<file path="src/bim_div_pipe.sv">
// Pipelined restoring divider, one quotient bit per stage.
module bim_div_pipe #(
  parameter int N = 32,
  parameter int D = 32
) (
  input  logic         clk,
  input  logic [N-1:0] dividend,
  input  logic [D-1:0] divisor,
  output logic [N-1:0] quotient,
  output logic [D-1:0] remainder
);

  logic [D-1:0] rem_q  [N];
  logic [N-1:0] work_q [N];

  for (genvar i = 0; i < N; i++) begin : g_stage
    logic [D-1:0] rin;
    logic [N-1:0] win;
    logic [D:0]   t;
    logic [D:0]   diff;
    logic         ge;

    if (i == 0) begin : g_first
      assign rin = '0;
      assign win = dividend;
    end else begin : g_next
      assign rin = rem_q[i-1];
      assign win = work_q[i-1];
    end

    assign t    = {rin, win[N-1]};
    assign diff = t - {1'b0, divisor};
    assign ge   = (t >= {1'b0, divisor});

    always_ff @(posedge clk) begin
      rem_q[i]  <= ge ? diff[D-1:0] : t[D-1:0];
      work_q[i] <= {win[N-2:0], ge};
    end
  end

  assign quotient  = work_q[N-1];
  assign remainder = rem_q[N-1];

endmodule

</file>
<file path="config.mk">
export PLATFORM = sky130hd
export DESIGN_NAME = bim_div_pipe
export DESIGN_NICKNAME = d
export VERILOG_FILES = /design/src/bim_div_pipe.sv
export SDC_FILE = /design/constraint.sdc
export NUM_CORES = 2
export LEC_CHECK = 0
export ABC_CLOCK_PERIOD_IN_PS = 11100
export BUFFER_PORTS_ARGS = -buffer_cell sky130_fd_sc_hd__buf_2
export CAP_MARGIN = 10
export CORE_ASPECT_RATIO = 0.6
export CORE_UTILIZATION = 30
export CTS_BUF_LIST = sky130_fd_sc_hd__clkbuf_8
export DETAILED_ROUTE_END_ITERATION = 16
export PLACE_DENSITY = 0.44
export RECOVER_POWER = 25
export SETUP_SLACK_MARGIN = 0.2
export SLEW_MARGIN = 20
export SYNTH_ARGS = -nofsm -noshare
export SYNTH_HDL_FRONTEND = slang
export SYNTH_SLANG_ARGS = --single-unit
</file>
<file path="constraint.sdc">
create_clock -name clk -period 11.1 [get_ports clk]
set_input_delay 0.555 -clock clk [delete_from_list [all_inputs] [get_ports clk]]
set_output_delay 0.555 -clock clk [all_outputs]
set_load 0.01 [all_outputs]
</file>
==> summary.txt <==
Status
  • Status: completed

Worst setup path
  • CP required: 11.97 ns
  • Reg-to-reg slack, setup: 6.60 ns
  • Setup Crit Path Kind: in2reg
  • Crit path arrival time: 5.64 ns
  • Critical path startpoint category: input port
  • Critical path capture point type: register
  • Crit path max fanout: 32

Synth
  • Post-synth net total: 11.9k
  • Synth area leader: dfxtp_1
  • Post-synthesis cell type count: 88
  • Sequential area share after synthesis: 40.3%
  • Avg Cell Area, Syn: 9.44 um2
  • YS warnings: 0
  • Main synth FF type: dfxtp_1
  • EDFF count, synth: 0
  • #FFs+latches synth: 2,048
  • Synthesized instance count: 10.8k
  • Asr flop ratio synth: 0%
  • Post-synth top area share: 40.3%
  • Mapped Area: 102,000 um2
  • Top post-synthesis cells by area: dfxtp_1, ha_1, a21oi_1

Timing
  • Final hold vios: 0
  • Setup TNS Final: 0 ns
  • Worst rel slew slack: 20.6%
  • Final setup viols: 0
  • Worst slew pin tran: 1.18 ns
  • Highest clock rate: 210 MHz
  • RSZ-0062 raised after global routing: no
  • Minimum clock period: 4.77 ns
  • Clk_skew: 0.108 ns
  • Slew Limit Fails: 0
  • Final cycle utilization of the critical path: 43.0%

Place
  • Post-DP HPWL: 237 mm
  • Placer Congestion: 0.890
  • IO buf count: 128

GRT
  • All-Layer GR Usage: 18.1%
  • First-pass GRT wire length: 478 mm
  • Initial antenna violation count: 33
  • GRT overflow: 0
  • Vias in the first global route: 76.8k
  • Pin count of the biggest net entering global routing: 66

Layout
  • Area growth syn-to-layout: 13.3%
  • Nets: 12.2k
  • Layout cells sized above 1: 11.8%
  • Fillers: 34.4k

Run
  • Number of max-cap violations: 0

Clock tree
  • CTS buffer count: 343
  • Worst skew pair latency: 1.09 ns
  • CTS Buffer Depth: 4
  • TritonCTS clock tree: built
  • Post-cts resize count: 0
  • Clk slew on worst S/H paths: 0.06 ns
  • Clock sink count: 2,048
  • H-tree Lvls: 5
  • CTS root buffer: clkbuf_8

Floorplanning
  • Core area: 337,000 um2
  • DIE WIDTH: 754 um
  • Initial Util: 30.2%
  • Die Ht: 453 um
  • Rows: 165
  • # IOs: 129
  • Die area: 342,000 um2

Power
  • Peak VDD IR: 0.0000958 V
  • Pwr Total: 0.0206 W
  • LEAKAGE: 52.1 nW
  • PwrDens: 179 nW/um2

Drt
  • Vias: 80.7k
  • Vias per cell: 5.08
  • DR DRC count: 0
  • ANT nets after route: 0
  • Wire per inst: 20.2 um
  • DRT iter0 DRCs: 6,528
  • First drt pass iteration count: 8
  • WL final: 320 mm

Worst hold path
  • Hold Path Class: in2reg
## metrics by stage
step	setup WS, ns	hold WS (ns)	instance area (um2)	util, %	instances
2_1_floorplan	6.56	0.310	102000	-	10785
3_3_place_gp	5.39	0.310	108000	31.9	15209
3_5_place_dp	5.37	0.312	108000	31.9	15209
4_1_cts	6.47	0.0173	115000	34.2	15857
5_1_grt	6.04	0.0689	115000	34.2	15858
6_report	6.33	0.159	115000	34.2	15862
## cell usage after synthesis, drive strengths merged (36+ instances only)
cell / instances
xor2: 342
buf: 62
ha: 994
a21o: 552
nor3: 130
o31ai: 60
xnor2: 496
nor2b: 149
a31oi: 130
inv: 320
a211o: 40
o21a: 133
a21boi: 54
o21ai: 761
nor2: 672
nor4: 48
a211oi: 83
and2: 36
nand4: 159
o21bai: 111
nand2: 772
a21oi: 998
dfxtp: 2048
and3: 87
nand3: 191
nand2b: 131
clkbuf: 243
mux2: 473
## registers in the layout, indices dropped and copies added, names as in the netlist
name	cells
work_q	1024
rem_q	1024
## kinds of logic after synthesis
logic type | share of synthesized area (%)
DFF | 40.3
adders and majority gates | 12.8
buffers and inverters | 2.41
AOI/OAI and AO/OA | 20.1
muxes | 5.72
and+or+nand+nor | 11.5
xor gates and xnor gates | 7.21
## area by class of cell
cell class                 count  area [um2]  area share [%]
multi-input combinational   8112       58600            50.8
sequential                  2048       41000            35.5
clock buffer                 428        5890            5.10
tap                         4509        5640            4.89
timing repair buffer         255        1680            1.46
clock inverter               185        1360            1.18
inverter                     320        1200            1.04
antenna                        5        12.5          0.0108
## cells in the final DEF, fill, tap and decap left out, types with 48 or more instances in the layout
master	n
nand4_1	159
buf_2	124
xnor2_1	496
o31ai_1	59
a31oi_1	126
clkinv_2	56
nor2_1	671
buf_4	94
o21bai_1	111
ha_1	994
nand2_1	772
nor4_1	48
o21ai_0	741
inv_1	372
a211oi_1	83
mux2_2	420
a21oi_1	992
clkbuf_8	428
o21a_1	132
nor3_1	129
dfxtp_1	2048
and3_1	87
nand3_1	190
nand2b_1	131
a21boi_0	51
xor2_1	342
nor2b_1	148
a21o_1	552
## critical path, cell delays in order
cell      delay (ns)
buf_4           0.23
inv_2           0.39
buf_4           0.51
ha_1            0.33
nor2b_1         0.13
o21a_1          0.17
o21ai_0         0.23
a211oi_1        0.21
o21a_1          0.29
and3_1          0.21
o32ai_2         0.47
nor4_1          0.11
a211oi_1        0.40
a31o_2          0.81
mux2_2          0.41
## layer usage
layer	routed length, um	GRT usage [%]	share of wire (%)	up-vias
li1	-	-	-	39643
met1	164000	27.4	51	38066
met4	9160	5.30	2.9	8
met5	72	0	0.022	-
met2	119000	24.0	37	2427
met3	27800	5.40	8.7	509
## timing repair
item                                   in CTS  in global routing
hold buffers                               35                  0
setup buffers                               0                  0
endpoints found under the hold margin      48                  0
## report_power, final
group          internal (W)  switching [W]  leakage [nW]  total [W]
logic               0.00217        0.00312          31.1    0.00529
registers           0.00791       0.000293          16.9    0.00820
clock network       0.00384        0.00329          4.06    0.00713
## worst paths after layout
| kind | endpoint | depth (start not counted) | start |
|---|---|---|---|
| min | work_q[0][13] | 2 | dividend[12] |
| max | rem_q[0][170] | 15 | divisor[1] |
| min reg2reg | work_q[1][211] | 0 | work_q[1][178] |
| max reg2reg | rem_q[1][460] | 12 | rem_q[1][416] |
No activity file was read; power rests on OpenSTA's default activity.
