`src/bim_pkg.sv`:
```
// Shared constants for the broadcast index map.
package bim_pkg;

  localparam int NUM_DIM_REGS = 4;
  localparam int CFG_IDX_BITS = 3;
  localparam int REG_BITS     = 16;

  localparam logic [CFG_IDX_BITS-1:0] REG_OUT_DIM_0 = 3'd0;
  localparam logic [CFG_IDX_BITS-1:0] REG_SRC_DIM_0 = 3'd4;

endpackage

```
`src/bim_shape.sv`:
```
// Shape registers, aligned dimensions, strides and shape check.
module bim_shape #(
  parameter int MAX_RANK = 4,
  parameter int IB       = 32,
  parameter int W        = 32,
  parameter int DW       = 16
) (
  input  logic                          clk,
  input  logic                          rst,
  input  logic                          cfg_we,
  input  logic [bim_pkg::CFG_IDX_BITS-1:0] cfg_index,
  input  logic [bim_pkg::REG_BITS-1:0]  cfg_data,
  output logic [DW-1:0]                 od_eff     [MAX_RANK],
  output logic [DW-1:0]                 sd_al      [MAX_RANK],
  output logic [IB-1:0]                 out_stride [MAX_RANK],
  output logic [W-1:0]                  src_stride [MAX_RANK],
  output logic                          shape_err,
  output logic                          settling
);
  import bim_pkg::*;

  localparam int OFF    = MAX_RANK - NUM_DIM_REGS;
  localparam int CNT_W  = $clog2(MAX_RANK + 1);

  logic [DW-1:0]    od_reg [NUM_DIM_REGS];
  logic [DW-1:0]    sd_reg [NUM_DIM_REGS];
  logic [CNT_W-1:0] settle_cnt;
  logic [MAX_RANK-1:0] bad;

  always_ff @(posedge clk) begin
    if (rst) begin
      for (int i = 0; i < NUM_DIM_REGS; i++) begin
        od_reg[i] <= DW'(1);
        sd_reg[i] <= DW'(1);
      end
      settle_cnt <= CNT_W'(MAX_RANK);
    end else begin
      if (cfg_we) begin
        settle_cnt <= CNT_W'(MAX_RANK);
        if (cfg_index < REG_SRC_DIM_0)
          od_reg[cfg_index[1:0]] <= cfg_data[DW-1:0];
        else
          sd_reg[cfg_index[1:0]] <= cfg_data[DW-1:0];
      end else if (settle_cnt != '0) begin
        settle_cnt <= settle_cnt - CNT_W'(1);
      end
    end
  end

  assign settling = (settle_cnt != '0);

  for (genvar p = 0; p < MAX_RANK; p++) begin : g_dim
    logic [DW-1:0] od_al;
    if (p - OFF >= 0 && p - OFF < NUM_DIM_REGS) begin : g_reg
      assign od_al    = od_reg[p - OFF];
      assign sd_al[p] = sd_reg[p - OFF];
    end else begin : g_one
      assign od_al    = DW'(1);
      assign sd_al[p] = DW'(1);
    end
    assign od_eff[p] = (od_al == '0) ? DW'(1) : od_al;
    assign bad[p]    = (sd_al[p] != DW'(1)) && (sd_al[p] != od_eff[p]);

    if (p == MAX_RANK - 1) begin : g_inner
      assign out_stride[p] = IB'(1);
      assign src_stride[p] = W'(1);
    end else begin : g_outer
      logic [IB+DW-1:0] oprod;
      logic [W+DW-1:0]  sprod;
      assign oprod = out_stride[p+1] * od_eff[p+1];
      assign sprod = src_stride[p+1] * sd_al[p+1];
      always_ff @(posedge clk) begin
        if (rst) begin
          out_stride[p] <= IB'(1);
          src_stride[p] <= W'(1);
        end else begin
          out_stride[p] <= oprod[IB-1:0];
          src_stride[p] <= sprod[W-1:0];
        end
      end
    end
  end

  assign shape_err = |bad;

endmodule

```
`config.mk`:
```
export PLATFORM = sky130hd
export DESIGN_NAME = bim_shape
export DESIGN_NICKNAME = d
export VERILOG_FILES = /design/src/bim_pkg.sv /design/src/bim_shape.sv
export SDC_FILE = /design/constraint.sdc
export NUM_CORES = 2
export LEC_CHECK = 0
export ABC_AREA = 1
export ABC_CLOCK_PERIOD_IN_PS = 5600
export BUFFER_PORTS_ARGS = -buffer_cell sky130_fd_sc_hd__buf_2
export CAP_MARGIN = 20
export CORE_MARGIN = 2
export CORE_UTILIZATION = 35
export CTS_CLUSTER_SIZE = 10
export DETAILED_ROUTE_END_ITERATION = 10
export PLACE_DENSITY = 0.61
export SLEW_MARGIN = 20
export SYNTH_ARGS = -nofsm -noshare
export SYNTH_HDL_FRONTEND = slang
export SYNTH_SLANG_ARGS = --single-unit
```
`constraint.sdc`:
```
create_clock -name clk -period 5.6 [get_ports clk]
set_input_delay 0.28 -clock clk [delete_from_list [all_inputs] [get_ports clk]]
set_output_delay 0.28 -clock clk [all_outputs]
set_load 0.02 [all_outputs]
```
==> out/results.env <==
SYN_AVG_CELL_AREA_UM2=7.86
SLEW-LIMIT-HEADROOM_PCT=34.6
YOSYSUNIQUECELLTYPES=60
CLOCK_TREE.BUFFER_DEPTH=3
WORST_SETUP_HOLD_PATH_CLK_SLEW_NS=0.06
INITIAL_ANTENNA_VIOLATION_COUNT=7
NUMBER_OF_CORE_ROWS=141
SEQ_AREA_FRAC_SYNTH_PCT=13.6
MAX_FREQ_MHz=177
MIN_DELAY_PATH_DEPTH=3
FIRST_ITER_VIOLATIONS=3243
SYNTHARSTFLOPSHARE_PCT=0
REQUIRED_NS=6.16
VIA_COUNT_OF_THE_FIRST_GLOBAL_ROUTING_PASS=45500
YOSYS_WARNINGS=0
OUTCOME='finished with violations'
TIMING.CLOCK.SKEW_NS=0.0583
SYN_AREA_UM2=52100
CHIPHEIGHT_UM=390
SYNTH_EDF_COUNT=128
FINAL_ANTENNA_NET_COUNT=0
AVGROUTEDWIREPERCELL_UM=19.2
BUFFER_PORTS.INSERTED=311
YOSYSTOPAREACELLSHARE_PCT=38.3
MIN-DELAY-START='cfg_index[0]'
EFFECTIVE_UTILIZATION_AT_FLOORPLAN_PCT=35.2
CLOCK_INSERTION_DELAY_WORST_SKEW_NS=0.64
GRT_MAX_DEGREE=52
SEQ_AREA_UM2=7160
CTS_NUM_SINKS=291
R2R_START='od_reg[1][4]$_SDFFCE_PN0P_'
VIOLATIONS='negative setup slack'
FINAL-MAX-SLEW-VIOLATION-COUNT=0
WORST-SLEW-PIN-TRANSITION_NS=0.982
DP_HPWL_MM=139
GRT_PASS1_WL_MM=266
TRITONCTS='done'
GRT_UTIL_ALL_LAYERS_PCT=22.7
PLACEABLECOREAREA_UM2=148000
MULTI_INPUT_COMB_AREA_UM2=38500
FINALCRITICALPERIOD_NS=5.65
FINALWIRELENGTH_MM=176
GRT_SETUP_UNREPAIRED='true'
GRT_OVERFLOW=0
CLOCK-ROOT-BUFFER='sky130_fd_sc_hd__clkbuf_16'
FIN_HOLD_VIOLS=0
CTS_HTREE_LEVELS=2
DIE_AREA_UM2=152000
REG_TOP3='out_stride: 80 flops, src_stride: 80 flops'
REGISTER_TO_REGISTER_PATH_SETUP_SLACK_NS=-0.05
POST-ROUTE-PERIOD-UTIL_PCT=101
CTS_MADE_BUFFERS=38
DR_TOTAL_VIAS=44300
YOSYS-TOP-CELLS-AREA='sky130_fd_sc_hd__fa_1 38%, sky130_fd_sc_hd__inv_1 13%, sky130_fd_sc_hd__nand2_1 12%'
NFILLCELLS=14600
CRIT_PATH_START='od_reg[1][4]$_SDFFCE_PN0P_'
WORSTPATHMAXFANOUT=9
HOLDCRITPATHCLASS='primary input to register'
NETLIST.TOP_CELL.BY_AREA='sky130_fd_sc_hd__fa_1'
WORSTSETUPSTARTPOINTTYPE='register'
NETLIST_INSTANCES=6626
IOPINCOUNT=408
WORST_SLACK_NS=-0.0514
GP_ROUTABILITY_CONGESTION=0.930
NUM-NETS-FINAL=8530
DETAIL_ROUTE.FIRST_PASS.ITERATIONS=6
CRITICALPATHCATEGORY='register to register'
VIAS_PER_CELL=4.85
SYNTH.FF_LATCH_COUNT=291
CHIPWIDTH_UM=390
MAX-CAP-VIOLATIONS=0
TIMING.FINAL.SETUP_VIOLATIONS=3
TIMING.REG2REG.WORST_PATH_DEPTH=24
FLOW.AREA_GROWTH_FROM_SYNTHESIS_PCT=21.4
WHS_ENDPOINT='sd_reg[0][0]$_SDFFCE_PN1P_'
POST_ROUTE_CELLS_DRIVE_ABOVE_1_SHARE_PCT=19.7
CRITPATHCAPTURETYPE='register'
DRC_VIOLS=0
RR_ENDPOINT='out_stride[123]$_SDFF_PP0_'
FIN_UTIL_PCT=42.8
CRITICAL_PATH_ARRIVAL_NS=6.21
DOMINANTREGCELLSYNTH='sky130_fd_sc_hd__dfxtp_1'
==> stage by stage <==
step / setup slack [ns] / TNS, ns / cells / hold slack, ns / instance area (µm²)
after floorplan: -0.0116 / -0.0116 / 6720 / 0.390 / 52500
after CTS: -0.0324 / -0.0324 / 9011 / 0.0356 / 60200
after detailed placement: -0.359 / -3.61 / 8905 / 0.443 / 58300
final: -0.0514 / -0.114 / 9130 / 0.0824 / 63300
after global placement: -0.408 / -2.86 / 8905 / 0.431 / 58300
after global routing: -0.237 / -4.62 / 9130 / 0.0909 / 63300
==> cell usage after synthesis, types with 15 or more instances <==
library cell               number
sky130_fd_sc_hd__o21ai_1       15
sky130_fd_sc_hd__nand4_1       31
sky130_fd_sc_hd__nor2_1       341
sky130_fd_sc_hd__nor3_1        49
sky130_fd_sc_hd__o21a_1        26
sky130_fd_sc_hd__buf_2         24
sky130_fd_sc_hd__fa_1         996
sky130_fd_sc_hd__buf_1         35
sky130_fd_sc_hd__a21o_1        17
sky130_fd_sc_hd__o21ai_0      144
sky130_fd_sc_hd__nor4_1        20
sky130_fd_sc_hd__inv_1       1747
sky130_fd_sc_hd__xor2_1        24
sky130_fd_sc_hd__nand2_1     1663
sky130_fd_sc_hd__xnor2_1       36
sky130_fd_sc_hd__edfxtp_1     128
sky130_fd_sc_hd__ha_1         340
sky130_fd_sc_hd__nand3_1       73
sky130_fd_sc_hd__buf_4         98
sky130_fd_sc_hd__o21bai_1      15
sky130_fd_sc_hd__dfxtp_1      163
sky130_fd_sc_hd__clkbuf_1     331
sky130_fd_sc_hd__a21oi_1      214
==> area by class of cell <==
class	count	area share [%]
clock buffers	57	1.63
diodes	2	0.00791
repair buffers	904	11.7
flip-flops and latches	291	11.3
multi-input cells	4186	60.9
clock inverters	9	0.192
inverters	1751	10.4
well taps	1930	3.82
==> worst max path at each step <==
stage / end
global route: out_stride[123]$_SDFF_PP0_
global placement: out_stride[117]$_SDFF_PP0_
finish: out_stride[123]$_SDFF_PP0_
CTS: out_stride[127]$_SDFF_PP0_
detailed placement: out_stride[117]$_SDFF_PP0_
floorplan: src_stride[94]$_SDFF_PP0_
==> layer usage <==
metal | GRT usage (%) | wire length (µm)
met5 | 0 | 15
met4 | 5.35 | 4800
met3 | 5.98 | 17700
met2 | 35.6 | 78300
met1 | 31.2 | 74900
==> timing repair <==
action / in CTS / in global routing
buffers inserted: 33 / 109
hold endpoints to repair: 5 / 0
hold buffers: 2 / 0
pin swaps: 29 / 195
gates cloned: 5 / 10
resized for setup: 86 / 549
endpoints found under the setup margin: 40 / 74
==> worst max-delay path: stages (launching register included) <==
cell                       delay (ns)
sky130_fd_sc_hd__edfxtp_1        0.42
sky130_fd_sc_hd__buf_12          0.18
sky130_fd_sc_hd__buf_12          0.14
sky130_fd_sc_hd__nand2_1         0.07
sky130_fd_sc_hd__inv_2           0.04
sky130_fd_sc_hd__fa_1            0.52
sky130_fd_sc_hd__inv_1           0.05
sky130_fd_sc_hd__fa_1            0.46
sky130_fd_sc_hd__fa_1            0.53
sky130_fd_sc_hd__inv_2           0.05
sky130_fd_sc_hd__fa_1            0.49
sky130_fd_sc_hd__fa_1            0.49
sky130_fd_sc_hd__inv_1           0.05
sky130_fd_sc_hd__fa_1            0.49
sky130_fd_sc_hd__inv_2           0.04
sky130_fd_sc_hd__ha_4            0.23
sky130_fd_sc_hd__a21o_1          0.21
sky130_fd_sc_hd__a21boi_2        0.15
sky130_fd_sc_hd__a21oi_1         0.09
sky130_fd_sc_hd__nand3b_1        0.26
sky130_fd_sc_hd__buf_4           0.19
sky130_fd_sc_hd__a21o_1          0.16
sky130_fd_sc_hd__nand2_1         0.06
sky130_fd_sc_hd__nand2_1         0.05
sky130_fd_sc_hd__nor2_2          0.16
==> kinds of logic after synthesis <==
logic type               Yosys count  synth area share, %
AO/OA/AOI/OAI                    488                 5.29
XOR/XNOR                          63                 1.10
adder cells (fa/ha/maj)         1336                 46.4
buffers and inverters           2243                 17.0
flip-flops                       291                 13.6
other                              2               0.0144
AND/OR/NAND/NOR                 2203                 16.6
==> placed cells by master, fill, tap and decap left out, types with 24 or more instances in the layout <==
| cell type | count |
|---|---|
| sky130_fd_sc_hd__o21a_1 | 26 |
| sky130_fd_sc_hd__nor2_1 | 305 |
| sky130_fd_sc_hd__buf_6 | 37 |
| sky130_fd_sc_hd__clkbuf_16 | 48 |
| sky130_fd_sc_hd__nand4_1 | 31 |
| sky130_fd_sc_hd__xor2_1 | 24 |
| sky130_fd_sc_hd__nor3_1 | 44 |
| sky130_fd_sc_hd__fa_1 | 961 |
| sky130_fd_sc_hd__nor2_2 | 27 |
| sky130_fd_sc_hd__buf_12 | 76 |
| sky130_fd_sc_hd__inv_1 | 1682 |
| sky130_fd_sc_hd__buf_2 | 310 |
| sky130_fd_sc_hd__edfxtp_1 | 128 |
| sky130_fd_sc_hd__a21oi_1 | 137 |
| sky130_fd_sc_hd__fa_2 | 35 |
| sky130_fd_sc_hd__a21oi_2 | 64 |
| sky130_fd_sc_hd__xnor2_1 | 36 |
| sky130_fd_sc_hd__nand2_1 | 1588 |
| sky130_fd_sc_hd__nand2_2 | 60 |
| sky130_fd_sc_hd__inv_2 | 65 |
| sky130_fd_sc_hd__ha_1 | 284 |
| sky130_fd_sc_hd__conb_1 | 96 |
| sky130_fd_sc_hd__nand3_1 | 56 |
| sky130_fd_sc_hd__dfxtp_1 | 135 |
| sky130_fd_sc_hd__buf_4 | 458 |
| sky130_fd_sc_hd__o21ai_1 | 38 |
| sky130_fd_sc_hd__o21ai_0 | 98 |
| sky130_fd_sc_hd__ha_4 | 55 |
Power is left out: the tool's default activity adds up to more than one toggle a clock period on the data nets, which glitch-free logic cannot reach.
